--- config.mk ---
export PLATFORM = sky130hd
export DESIGN_NAME = tagged_varint_record_parser_unit
export DESIGN_NICKNAME = d
export VERILOG_FILES = /design/src/design/tvrp_pkg.sv /design/src/design/tvrp_front.sv /design/src/design/tvrp_evq.sv /design/src/design/tagged_varint_record_parser_unit.sv
export SDC_FILE = /design/constraint.sdc
export NUM_CORES = 1
export LEC_CHECK = 0
export ABC_CLOCK_PERIOD_IN_PS = 7050
export BUFFER_PORTS_ARGS = -buffer_cell sky130_fd_sc_hd__buf_2
export CAP_MARGIN = 20
export CELL_PAD_IN_SITES_DETAIL_PLACEMENT = 0
export CELL_PAD_IN_SITES_GLOBAL_PLACEMENT = 1
export CORE_ASPECT_RATIO = 0.9
export CORE_UTILIZATION = 49
export DETAILED_ROUTE_END_ITERATION = 10
export PLACE_DENSITY = 0.88
export SLEW_MARGIN = 20
export SYNTH_ARGS = -nofsm -noshare
export SYNTH_HDL_FRONTEND = slang
export SYNTH_SLANG_ARGS = --single-unit
--- constraint.sdc ---
create_clock -name clk_i -period 7.05 [get_ports clk_i]
set_input_delay 1.0575 -clock clk_i [delete_from_list [all_inputs] [get_ports clk_i]]
set_output_delay 1.0575 -clock clk_i [all_outputs]
set_load 0.01 [all_outputs]
--- src/design/tvrp_pkg.sv ---
`default_nettype none

package tvrp_pkg;

  localparam int unsigned NumLevels = 7;
  localparam int unsigned QueueDepth = 4;
  localparam int unsigned QueuePtrW = $clog2(QueueDepth);
  localparam int unsigned QueueCntW = $clog2(QueueDepth + 1);

  localparam logic [2:0] PhTag    = 3'd0;
  localparam logic [2:0] PhLevel  = 3'd1;
  localparam logic [2:0] PhNum    = 3'd2;
  localparam logic [2:0] PhSlen   = 3'd3;
  localparam logic [2:0] PhSbytes = 3'd4;

  localparam logic [3:0] TagString    = 4'd1;
  localparam logic [3:0] TagNumA      = 4'd2;
  localparam logic [3:0] TagNumB      = 4'd3;
  localparam logic [3:0] TagNumC      = 4'd4;
  localparam logic [3:0] TagLevelStr  = 4'd5;
  localparam logic [3:0] TagLevelNum  = 4'd6;
  localparam logic [3:0] TagLevelFull = 4'd7;
  localparam logic [3:0] TagNumD      = 4'd9;

  localparam logic [1:0] KindScalar = 2'd0;
  localparam logic [1:0] KindStrLen = 2'd1;
  localparam logic [1:0] KindStrByte = 2'd2;
  localparam logic [1:0] KindEnd    = 2'd3;

  localparam logic [2:0] ErrNone       = 3'd0;
  localparam logic [2:0] ErrBadTag     = 3'd1;
  localparam logic [2:0] ErrUnknownTag = 3'd2;
  localparam logic [2:0] ErrBadLevel   = 3'd3;
  localparam logic [2:0] ErrBadNumber  = 3'd4;
  localparam logic [2:0] ErrBadString  = 3'd5;

  typedef struct packed {
    logic [7:0] data_byte;
    logic       final_byte;
  } in_word_t;

  typedef struct packed {
    logic [1:0]  event_kind;
    logic [3:0]  entry_tag;
    logic [2:0]  field_index;
    logic [63:0] field_value;
    logic [2:0]  error_code;
    logic        record_done;
  } out_word_t;

  typedef struct packed {
    logic [1:0] num;
    out_word_t  first;
    out_word_t  second;
  } evq_write_t;

  function automatic logic [2:0] layout(logic [3:0] tag, logic [2:0] field);
    logic [2:0] ph;
    ph = PhTag;
    unique case (tag) inside
      TagString: ph = (field == 3'd0) ? PhSlen : PhTag;
      TagNumA, TagNumB, TagNumC, TagNumD: ph = (field == 3'd0) ? PhNum : PhTag;
      TagLevelStr: begin
        if (field == 3'd0) ph = PhLevel;
        else if (field == 3'd1) ph = PhSlen;
        else ph = PhTag;
      end
      TagLevelNum: begin
        if (field == 3'd0) ph = PhLevel;
        else if (field == 3'd1) ph = PhNum;
        else ph = PhTag;
      end
      TagLevelFull: begin
        if (field == 3'd0) ph = PhLevel;
        else if (field <= 3'd2) ph = PhNum;
        else if (field <= 3'd4) ph = PhSlen;
        else ph = PhTag;
      end
      default: ph = PhTag;
    endcase
    return ph;
  endfunction

  function automatic logic [2:0] phase_error(logic [2:0] ph);
    logic [2:0] err;
    err = ErrBadString;
    unique case (ph)
      PhTag:   err = ErrBadTag;
      PhLevel: err = ErrBadLevel;
      PhNum:   err = ErrBadNumber;
      default: err = ErrBadString;
    endcase
    return err;
  endfunction

  function automatic logic tag_known(logic [31:0] v);
    return (v >= 32'd1 && v <= 32'd7) || v == 32'd9;
  endfunction

endpackage

`default_nettype wire

--- src/design/tvrp_front.sv ---
`default_nettype none

module tvrp_front (
  input  wire logic                 clk_i,
  input  wire logic                 rst_ni,
  input  wire logic                 accept_i,
  input  wire tvrp_pkg::in_word_t   item_i,
  output tvrp_pkg::evq_write_t      wr_o
);

  logic [2:0]  phase_q, phase_d;
  logic [3:0]  tag_q, tag_d;
  logic [2:0]  field_q, field_d;
  logic [63:0] acc_q, acc_d;
  logic [3:0]  cnt_q, cnt_d;
  logic [31:0] sleft_q, sleft_d;
  logic [2:0]  err_q, err_d;

  logic [7:0]  b;
  logic [6:0]  shamt_w;
  logic [63:0] acc_v;
  logic [63:0] val;
  logic [3:0]  cnt_v;
  logic [3:0]  maxb;
  logic [2:0]  err_f;
  logic        has_data;
  logic        has_end;
  tvrp_pkg::out_word_t ev_data;
  tvrp_pkg::out_word_t ev_end;

  assign b = item_i.data_byte;
  assign shamt_w = {cnt_q, 3'b000} - {3'b000, cnt_q};
  assign acc_v = acc_q | ({57'b0, b[6:0]} << shamt_w);
  assign cnt_v = cnt_q + 4'd1;
  assign maxb = (phase_q == tvrp_pkg::PhNum) ? 4'd10 : 4'd5;
  assign val = (phase_q == tvrp_pkg::PhNum) ? acc_v : {32'b0, acc_v[31:0]};

  always_comb begin
    phase_d  = phase_q;
    tag_d    = tag_q;
    field_d  = field_q;
    acc_d    = acc_q;
    cnt_d    = cnt_q;
    sleft_d  = sleft_q;
    err_d    = err_q;
    err_f    = tvrp_pkg::ErrNone;
    has_data = 1'b0;
    has_end  = 1'b0;
    ev_data  = '0;
    ev_end   = '0;
    ev_data.entry_tag   = tag_q;
    ev_data.field_index = field_q;
    if (accept_i) begin
      if (err_q == tvrp_pkg::ErrNone) begin
        if (phase_q == tvrp_pkg::PhSbytes) begin
          has_data = 1'b1;
          ev_data.event_kind  = tvrp_pkg::KindStrByte;
          ev_data.field_value = {56'b0, b};
          sleft_d = sleft_q - 32'd1;
          if (sleft_q == 32'd1) begin
            field_d = field_q + 3'd1;
            phase_d = tvrp_pkg::layout(tag_q, field_q + 3'd1);
          end
        end else if (b[7]) begin
          acc_d = acc_v;
          cnt_d = cnt_v;
          if (cnt_v >= maxb) begin
            err_d = tvrp_pkg::phase_error(phase_q);
          end
        end else begin
          acc_d = '0;
          cnt_d = '0;
          unique case (phase_q)
            tvrp_pkg::PhTag: begin
              if (tvrp_pkg::tag_known(val[31:0])) begin
                tag_d   = val[3:0];
                field_d = 3'd0;
                phase_d = tvrp_pkg::layout(val[3:0], 3'd0);
              end else begin
                err_d = tvrp_pkg::ErrUnknownTag;
              end
            end
            tvrp_pkg::PhLevel: begin
              if (val[31:0] >= 32'(tvrp_pkg::NumLevels)) begin
                err_d = tvrp_pkg::ErrBadLevel;
              end else begin
                has_data = 1'b1;
                ev_data.event_kind  = tvrp_pkg::KindScalar;
                ev_data.field_value = val;
                field_d = field_q + 3'd1;
                phase_d = tvrp_pkg::layout(tag_q, field_q + 3'd1);
              end
            end
            tvrp_pkg::PhNum: begin
              has_data = 1'b1;
              ev_data.event_kind  = tvrp_pkg::KindScalar;
              ev_data.field_value = val;
              field_d = field_q + 3'd1;
              phase_d = tvrp_pkg::layout(tag_q, field_q + 3'd1);
            end
            default: begin
              has_data = 1'b1;
              ev_data.event_kind  = tvrp_pkg::KindStrLen;
              ev_data.field_value = val;
              if (val[31:0] == 32'd0) begin
                field_d = field_q + 3'd1;
                phase_d = tvrp_pkg::layout(tag_q, field_q + 3'd1);
              end else begin
                sleft_d = val[31:0];
                phase_d = tvrp_pkg::PhSbytes;
              end
            end
          endcase
        end
      end
      if (item_i.final_byte) begin
        err_f = err_d;
        if (err_d == tvrp_pkg::ErrNone && (phase_d != tvrp_pkg::PhTag || cnt_d != 4'd0)) begin
          err_f = tvrp_pkg::phase_error(phase_d);
        end
        has_end = 1'b1;
        ev_end.event_kind  = tvrp_pkg::KindEnd;
        ev_end.error_code  = err_f;
        ev_end.record_done = 1'b1;
        phase_d = tvrp_pkg::PhTag;
        tag_d   = '0;
        field_d = '0;
        acc_d   = '0;
        cnt_d   = '0;
        sleft_d = '0;
        err_d   = tvrp_pkg::ErrNone;
      end
    end
  end

  assign wr_o.num    = {1'b0, has_data} + {1'b0, has_end};
  assign wr_o.first  = has_data ? ev_data : ev_end;
  assign wr_o.second = ev_end;

  always_ff @(posedge clk_i or negedge rst_ni) begin
    if (!rst_ni) begin
      phase_q <= tvrp_pkg::PhTag;
      tag_q   <= '0;
      field_q <= '0;
      acc_q   <= '0;
      cnt_q   <= '0;
      sleft_q <= '0;
      err_q   <= tvrp_pkg::ErrNone;
    end else begin
      phase_q <= phase_d;
      tag_q   <= tag_d;
      field_q <= field_d;
      acc_q   <= acc_d;
      cnt_q   <= cnt_d;
      sleft_q <= sleft_d;
      err_q   <= err_d;
    end
  end

endmodule

`default_nettype wire

--- src/design/tvrp_evq.sv ---
`default_nettype none

module tvrp_evq (
  input  wire logic                  clk_i,
  input  wire logic                  rst_ni,
  input  wire tvrp_pkg::evq_write_t  wr_i,
  input  wire logic                  pop_i,
  output logic                       full_o,
  output logic                       empty_o,
  output tvrp_pkg::out_word_t        head_o
);

  tvrp_pkg::out_word_t slot_q [tvrp_pkg::QueueDepth];
  logic [tvrp_pkg::QueuePtrW-1:0] head_q, head_d;
  logic [tvrp_pkg::QueueCntW-1:0] count_q, count_d;
  logic [tvrp_pkg::QueuePtrW-1:0] tail;
  logic [tvrp_pkg::QueuePtrW-1:0] tail_next;
  logic                           do_pop;

  assign empty_o   = (count_q == '0);
  assign full_o    = (count_q > tvrp_pkg::QueueCntW'(tvrp_pkg::QueueDepth - 2));
  assign head_o    = slot_q[head_q];
  assign do_pop    = pop_i && !empty_o;
  assign tail      = head_q + count_q[tvrp_pkg::QueuePtrW-1:0];
  assign tail_next = tail + {{(tvrp_pkg::QueuePtrW-1){1'b0}}, 1'b1};

  always_comb begin
    head_d  = head_q;
    count_d = count_q + tvrp_pkg::QueueCntW'(wr_i.num);
    if (do_pop) begin
      head_d  = head_q + {{(tvrp_pkg::QueuePtrW-1){1'b0}}, 1'b1};
      count_d = count_d - {{(tvrp_pkg::QueueCntW-1){1'b0}}, 1'b1};
    end
  end

  always_ff @(posedge clk_i) begin
    if (wr_i.num != 2'd0) begin
      slot_q[tail] <= wr_i.first;
    end
    if (wr_i.num == 2'd2) begin
      slot_q[tail_next] <= wr_i.second;
    end
  end

  always_ff @(posedge clk_i or negedge rst_ni) begin
    if (!rst_ni) begin
      head_q  <= '0;
      count_q <= '0;
    end else begin
      head_q  <= head_d;
      count_q <= count_d;
    end
  end

endmodule

`default_nettype wire

--- src/design/tagged_varint_record_parser_unit.sv ---
// Channel   Direction  Handshake          Word
// input     in         push / full        item_i   (data_byte, final_byte)
// result    out        pop / empty        result_o (event kind, tag, field, value, status)
//
// A byte is decoded in the cycle it is offered and its words enter the queue at the
// accepting edge, so the first of them can be popped from the next cycle on. A byte yields up
// to two result words, and the four-entry result queue accepts a byte whenever it has
// room for two, so one byte per cycle is sustained while the bytes yield no more words
// than the consumer pops. Reset is asynchronous and clears the parser state and the
// queue. A stalled consumer fills the queue, which then raises full and stalls the input.

`default_nettype none

module tagged_varint_record_parser_unit (
  input  wire logic                 clk_i,
  input  wire logic                 rst_ni,
  input  wire logic                 push,
  output logic                      full,
  input  wire tvrp_pkg::in_word_t   item_i,
  output logic                      empty,
  input  wire logic                 pop,
  output tvrp_pkg::out_word_t       result_o
);

  tvrp_pkg::evq_write_t wr;
  logic                 accept;

  assign accept = push && !full;

  tvrp_front u_front (
    .clk_i    (clk_i),
    .rst_ni   (rst_ni),
    .accept_i (accept),
    .item_i   (item_i),
    .wr_o     (wr)
  );

  tvrp_evq u_evq (
    .clk_i   (clk_i),
    .rst_ni  (rst_ni),
    .wr_i    (wr),
    .pop_i   (pop),
    .full_o  (full),
    .empty_o (empty),
    .head_o  (result_o)
  );

endmodule

`default_nettype wire

==> results of run 1 <==
synthesized netlist by cell type, types with 10 or more instances:
cell type / number
a21oi_1: 143
a22o_1: 135
a31oi_1: 43
a32o_1: 29
and2_1: 15
buf_2: 22
clkbuf_1: 114
dfrtp_1: 118
dfxtp_1: 284
edfxtp_1: 24
ha_1: 18
inv_1: 27
mux4_2: 80
nand2_1: 205
nand2b_1: 11
nand3_1: 50
nor2_1: 172
nor3_1: 56
nor4_1: 14
o21ai_0: 219
o21ai_1: 10
o22ai_1: 23
xnor2_1: 10
routing by layer:
layer  vias to the layer above  global-route usage [%]  wire [um]
met3                        95                    5.10       5690
li1                       7703                       -          -
met1                      8620                    44.2      27600
met4                         0                    7.43       1240
met5                         -                       0          0
met2                       866                    43.7      27300
worst min-delay path: cells and delay by family (launching register included):
kind	cells	cell delay, ns
AND/OR/NAND/NOR	1	0.05
AO/OA/AOI/OAI	1	0.05
flip-flops	1	0.31
worst min-delay path by stage:
stage / end / slack [ns] / cells after the start
5_1_grt: u_evq.slot_q[0][58] / 0.47 / 2
2_1_floorplan: u_evq.slot_q[1][36] / 0.42 / 2
4_1_cts: u_evq.slot_q[1][58] / 0.45 / 2
6_report: u_evq.slot_q[0][66] / 0.45 / 2
3_5_place_dp: u_evq.slot_q[3][36] / 0.44 / 2
3_3_place_gp: u_evq.slot_q[2][60] / 0.43 / 2
kinds of logic after synthesis:
family	after synthesis	share of synthesized area, %
adders and majority gates	20	1.28
muxes	96	9.86
DFF	426	46.8
and+or+nand+nor	598	14.4
AOI/OAI and AO/OA	702	23.2
xor gates and xnor gates	14	0.613
buffers and inverters	183	3.80
cell type report:
cell class | count | area, um2
multi-input combinational | 1430 | 9960
tap | 532 | 666
timing repair buffer | 139 | 851
fill | 3462 | 17500
sequential | 426 | 9370
clock buffer | 65 | 1260
clock inverter | 16 | 160
inverter | 31 | 121
cell usage in the layout (no fill, tap or decap), drive strengths merged, types with 9 or more instances in the layout:
master and n:
nor2 172, nor3 56, mux2 9, a31oi 43
nand2b 11, a21o 10, dfrtp 118, o211ai 9
ha 18, clkbuf 65, o22ai 23, edfxtp 24
dfxtp 284, nor4 20, nor2b 9, a22o 135
and2 16, inv 32, nand3 50, a21oi 144
mux4 80, nand4 13, nand2 205, clkinv 13
xnor2 10, buf 139, o21ai 229, a32o 29
or3 9
power groups by stage:
stage	logic, mW	registers (mW)	clock network (mW)
3_3_place_gp	4.66	3.03	0
5_1_grt	5.17	3.05	2.41
2_1_floorplan	3.35	2.84	0
3_5_place_dp	4.69	3.05	0
6_report	4.84	3.01	2.29
4_1_cts	4.71	3.00	2.31
state kept, by name (all words and copies together), names as in the netlist:
name and flops:
u_front.err_q 3, u_front.field_q 3, u_evq.slot_q 308, u_front.tag_q 4, u_front.cnt_q 4, u_front.acc_q 64, u_front.sleft_q 32, u_evq.count_q 3
u_evq.head_q 2, u_front.phase_q 3
==> flow_metrics.tcl, run 1 <==
set metrics [dict create \
    hold_buffers 0 \
    p_leak_nw 8.70 \
    synth_cell_types 91 \
    design_area_um2 22400 \
    cts_root_buffer "clkbuf_16" \
    dp.cells 2557 \
    clock_latency_ns 0.60 \
    tns_ns 0 \
    ant_nets 0 \
    area_growth_pct 11.9 \
    clkTransAtPathRegs_ns 0.06 \
    io_pins 92 \
    worstPathArrival_ns 6.83 \
    grt_pass1_vias 16522 \
    hold_viol_final 0 \
    grt_max_degree 65 \
    first_iter_violations 2067 \
    n_antenna_cell 0 \
    die_x_um 215 \
    regToRegEndpoint "u_evq.slot_q[1][31]" \
    ys_ff_latch 426 \
    maxCapViolations 0 \
    slew_viol_final 0 \
    syn_inst 2039 \
    grt_pass1_wl_um 96800 \
    p_comb_share_pct 47.7 \
    fin_cells 2639 \
    rsz0062_at_grt "no" \
    die_h_um 194 \
    maxSlewHeadroom_pct 28.0 \
    start_util_pct 50.1 \
    grt_antenna_before_repair 0 \
    synth.top_cell.area_share_pct 28.4 \
    cp_num_cells 17 \
    p_seq_share_pct 29.7 \
    gp_congestion 0.958 \
    synth-warning-count 0 \
    ys_async_sr_fraction_pct 27.7 \
    drc 0 \
    critPathMaxFanout 34 \
    grtUsageTotal_pct 29.4 \
    reg2regPathDepth 17 \
    power.total_mw 10.1 \
    avgSynthCellArea_um2 9.81 \
    status "finished clean" \
    startpoint "u_front.cnt_q[3]" \
    timing.final.ws_setup_ns 0.757 \
    htreeDepth 2 \
    cts_inserted_buffers 44 \
    worstSetupPathType "flop to flop" \
    final_util_pct 56.1 \
    r2r_slack_ns 0.76 \
    p_int_mw 5.46 \
    endpoint "u_evq.slot_q[1][31]" \
    post-route-min-period_ns 6.29 \
    vias 17284 \
    slowest_delay_ns 0.81 \
    timing.hold.ws_ns 0.450 \
    cts.repair.resized 0 \
    core-area_um2 39900 \
    critPathSlowestCell "nor2_4" \
    synth-edff-count 24 \
    path_delay_family "simple AND/OR/NAND/NOR gates" \
    setup_viol 0 \
    cp.required_ns 7.58 \
    end_kind "flop" \
    hold_path.startpoint "u_evq.slot_q[0][66]" \
    rows 69 \
    ys_seq_area_share_pct 46.8 \
    drtPass1Iterations 5 \
    placed_cell_area_um2 20900 \
    p_sw_mw 4.67 \
    cts_buffer_depth 3 \
    path_buf_inv 3 \
    cts_tree "yes" \
    period_share_pct 89.3 \
    ir_drop_mv 0.227 \
    clock-sinks 426 \
    gr-total-overflow 0 \
    synth_largest_area_cell "dfxtp_1" \
    dp.final_hpwl_um 41500 \
    wl_per_cell_um 23.4 \
    max_freq_mhz 159 \
    cts_setup_buffers 0 \
    pwr-share-clk_pct 22.6 \
    die_area_um2 41600 \
    synth.area.top_cells "dfxtp_1 (28%), dfrtp_1 (15%), mux4_2 (9.0%)" \
    finClkSkew_ns 0.0296 \
    hold_path.class "flop to flop" \
    worstPathCellList "inv_1 > ha_1 > and3b_1 > o2111ai_1 > nor2_1 > a21oi_1 > buf_4 > nor3_1 > nor3_1 > a21o_2 > a21oi_4 > ha_1 > nand2b_1 > nor2_4 > nor2_4 > buf_4 > a22o_1" \
    start_kind "flop" \
    final_layout_size_suffix_gt1_share_pct 16.1 \
    syn_nets 2071 \
    synth_area_um2 20000 \
    synth_ff_type "dfxtp_1" \
    tightest_slew_ns 1.08 \
    rr_startpoint "u_front.cnt_q[3]" \
    nNetsFinal 2104 \
    vias_per_cell 6.55 \
    power_density_nw_per_um2 452 \
    swShare_pct 46.1 \
    place_ws_ns 0.971 \
    postRouteWirelength_um 61800 \
    portBuffers 91 \
]
Note: power is estimated with default switching activity, not from simulation.
==> run 2, diff against run 1 <==
- ABC_CLOCK_PERIOD_IN_PS: 7050 -> 7000
- GPL_TIMING_DRIVEN: default -> 0
- PLACE_DENSITY: 0.88 -> default
- PLACE_DENSITY_LB_ADDON: default -> 0.25
- clock period: 7.05 -> 7 ns (I/O delays scaled with it)
==> flow_metrics.tcl, run 2 (synthesis gave the netlist of run 1 again) <==
set metrics [dict create \
    status "finished clean" \
    multi_input_area_um2 10000 \
    seqCellArea_um2 9360 \
    fin_cells 2744 \
    grt_pass1_vias 16855 \
    die_area_um2 41600 \
    finClkSkew_ns 0.0176 \
    clock_latency_ns 0.59 \
    maxSlewHeadroom_pct 21.5 \
    final_cell_mix "dfxtp_1 (284), o21ai_0 (218), nand2_1 (205)" \
    ant_nets 0 \
    p_comb_share_pct 50.2 \
    grt_pass1_wl_um 105000 \
    vias_per_cell 6.54 \
    core-area_um2 39900 \
    nFillCells 3554 \
    area_growth_pct 13.8 \
    cts_buffer_depth 3 \
    grtUsageTotal_pct 32.6 \
    wl_per_cell_um 24.9 \
    cts_root_buffer "clkbuf_16" \
    htreeDepth 2 \
    critPathMaxFanout 11 \
    pwr-share-clk_pct 22.5 \
    period_share_pct 96.8 \
    largest_reg_flops 308 \
    postRouteWirelength_um 68300 \
    critPathSlowestCell "a21oi_4" \
    grt_max_degree 70 \
    n_antenna_cell 0 \
    grt_antenna_before_repair 0 \
    p_int_mw 5.58 \
    nNetsFinal 2210 \
    setup_viol 0 \
    post-route-min-period_ns 6.78 \
    vias 17949 \
    drc 0 \
    p_leak_nw 8.81 \
    hold_path.class "primary input to asynchronous set/reset pin" \
    timing.final.ws_setup_ns 0.225 \
    portBuffers 88 \
    dp.final_hpwl_um 49400 \
    start_util_pct 50.1 \
    worstPathCellList "buf_2 > buf_2 > inv_1 > ha_1 > buf_2 > buf_2 > clkbuf_1 > o211ai_1 > mux2i_1 > o2bb2ai_1 > a21oi_2 > nor4b_4 > a21o_2 > a21oi_4 > inv_6 > buf_2 > ha_1 > nand2b_1 > nor2_1 > nor2_4 > clkbuf_2 > inv_1" \
    max_freq_mhz 148 \
    ir_drop_mv 0.308 \
    timing.hold.ws_ns 0.368 \
    swShare_pct 47.1 \
    gp_congestion 0.996 \
    slew_viol_final 0 \
    die_h_um 194 \
    cts_tree "yes" \
    p_seq_share_pct 27.3 \
    cts_inserted_buffers 44 \
    placed_cell_area_um2 21200 \
    final_common_cell "dfxtp_1" \
    cpMostUsedCell "buf_2" \
    top_register "u_evq.slot_q" \
    io_pins 92 \
    maxCapViolations 0 \
    p_sw_mw 4.98 \
    first_iter_violations 2261 \
    power_density_nw_per_um2 464 \
    clkTransAtPathRegs_ns 0.06 \
    gr-total-overflow 0 \
    drtPass1Iterations 7 \
    worstPathArrival_ns 7.05 \
    worstSetupPathType "flop to flop" \
    rsz0062_at_grt "no" \
    place_ws_ns -0.887 \
    end_kind "flop" \
    tightest_slew_ns 1.18 \
    hold_viol_final 0 \
    start_kind "flop" \
    design_area_um2 22800 \
    rows 69 \
    dp.cells 2662 \
    largestRegisters "u_evq.slot_q x308, u_front.acc_q x64, u_front.sleft_q x32" \
    die_x_um 215 \
    slowest_delay_ns 0.54 \
    clock-sinks 426 \
    cp.required_ns 7.28 \
    final_layout_size_suffix_gt1_share_pct 15.0 \
]
run 2: final cells by class:
cell class / instances / share of cell area, %
plain buffers: 152 / 2.86
inverters: 31 / 0.533
flip-flops and latches: 426 / 41.1
clock inverters: 10 / 0.495
multi-input cells: 1430 / 43.9
well taps: 532 / 2.92
repair buffers: 93 / 2.24
clock buffers: 70 / 5.90
run 2: final timing paths:
check	from	to	slack [ns]	depth (start not counted)
setup / recovery	u_front.cnt_q[1]	u_evq.slot_q[1][75]	0.22	22
hold / removal	rst_ni	u_front.phase_q[2]	0.37	1
setup reg to reg	u_front.cnt_q[1]	u_evq.slot_q[1][75]	0.22	22
hold reg to reg	u_evq.slot_q[2][42]	u_evq.slot_q[2][42]	0.45	2
max in group asynchronous	rst_ni	u_front.acc_q[10]	5.88	2
min in group clk_i	u_evq.slot_q[2][42]	u_evq.slot_q[2][42]	0.45	2
run 2: what timing repair did:
| action | CTS | global route |
|---|---|---|
| setup buffers | 1 | 1 |
| pin swaps | 1 | 1 |
| hold buffers | 0 | 0 |
| endpoints found under the setup margin | 272 | 269 |
| resized for setup | 12 | 27 |
run 2: power by group through the flow:
stage / Clock, mW / Combinational [mW] / Sequential (mW)
detailed placement: 0 / 5.04 / 2.92
floorplan: 0 / 3.38 / 2.86
CTS: 2.40 / 5.09 / 2.87
finish: 2.38 / 5.30 / 2.88
global route: 2.50 / 5.65 / 2.91
global placement: 0 / 4.99 / 2.91
run 2: per-stage QoR:
step | utilization, % | power [mW] | TNS, ns
2_1_floorplan | - | 6.24 | 0
3_3_place_gp | 52.9 | 7.90 | -107.63
3_5_place_dp | 53.1 | 7.96 | -96.10
4_1_cts | 56.9 | 10.4 | -0.0596
5_1_grt | 57.1 | 11.1 | 0
6_report | 57.1 | 10.6 | 0
run 2: worst max-delay path, delay by kind of cell, from the launching register on:
family	cells	cell delay (ns)
buf+inv	10	2.65
simple gates	4	0.88
mux	1	0.46
fa+ha+maj	2	0.62
compound gates	5	1.43
flops	1	0.40
run 2: layer usage:
metal	GRT usage [%]	vias up	wire length, um
met3	5.10	124	6310
met2	48.3	896	29900
met4	9.44	0	1870
met5	0	-	0
li1	-	7932	-
met1	49.2	8997	30200
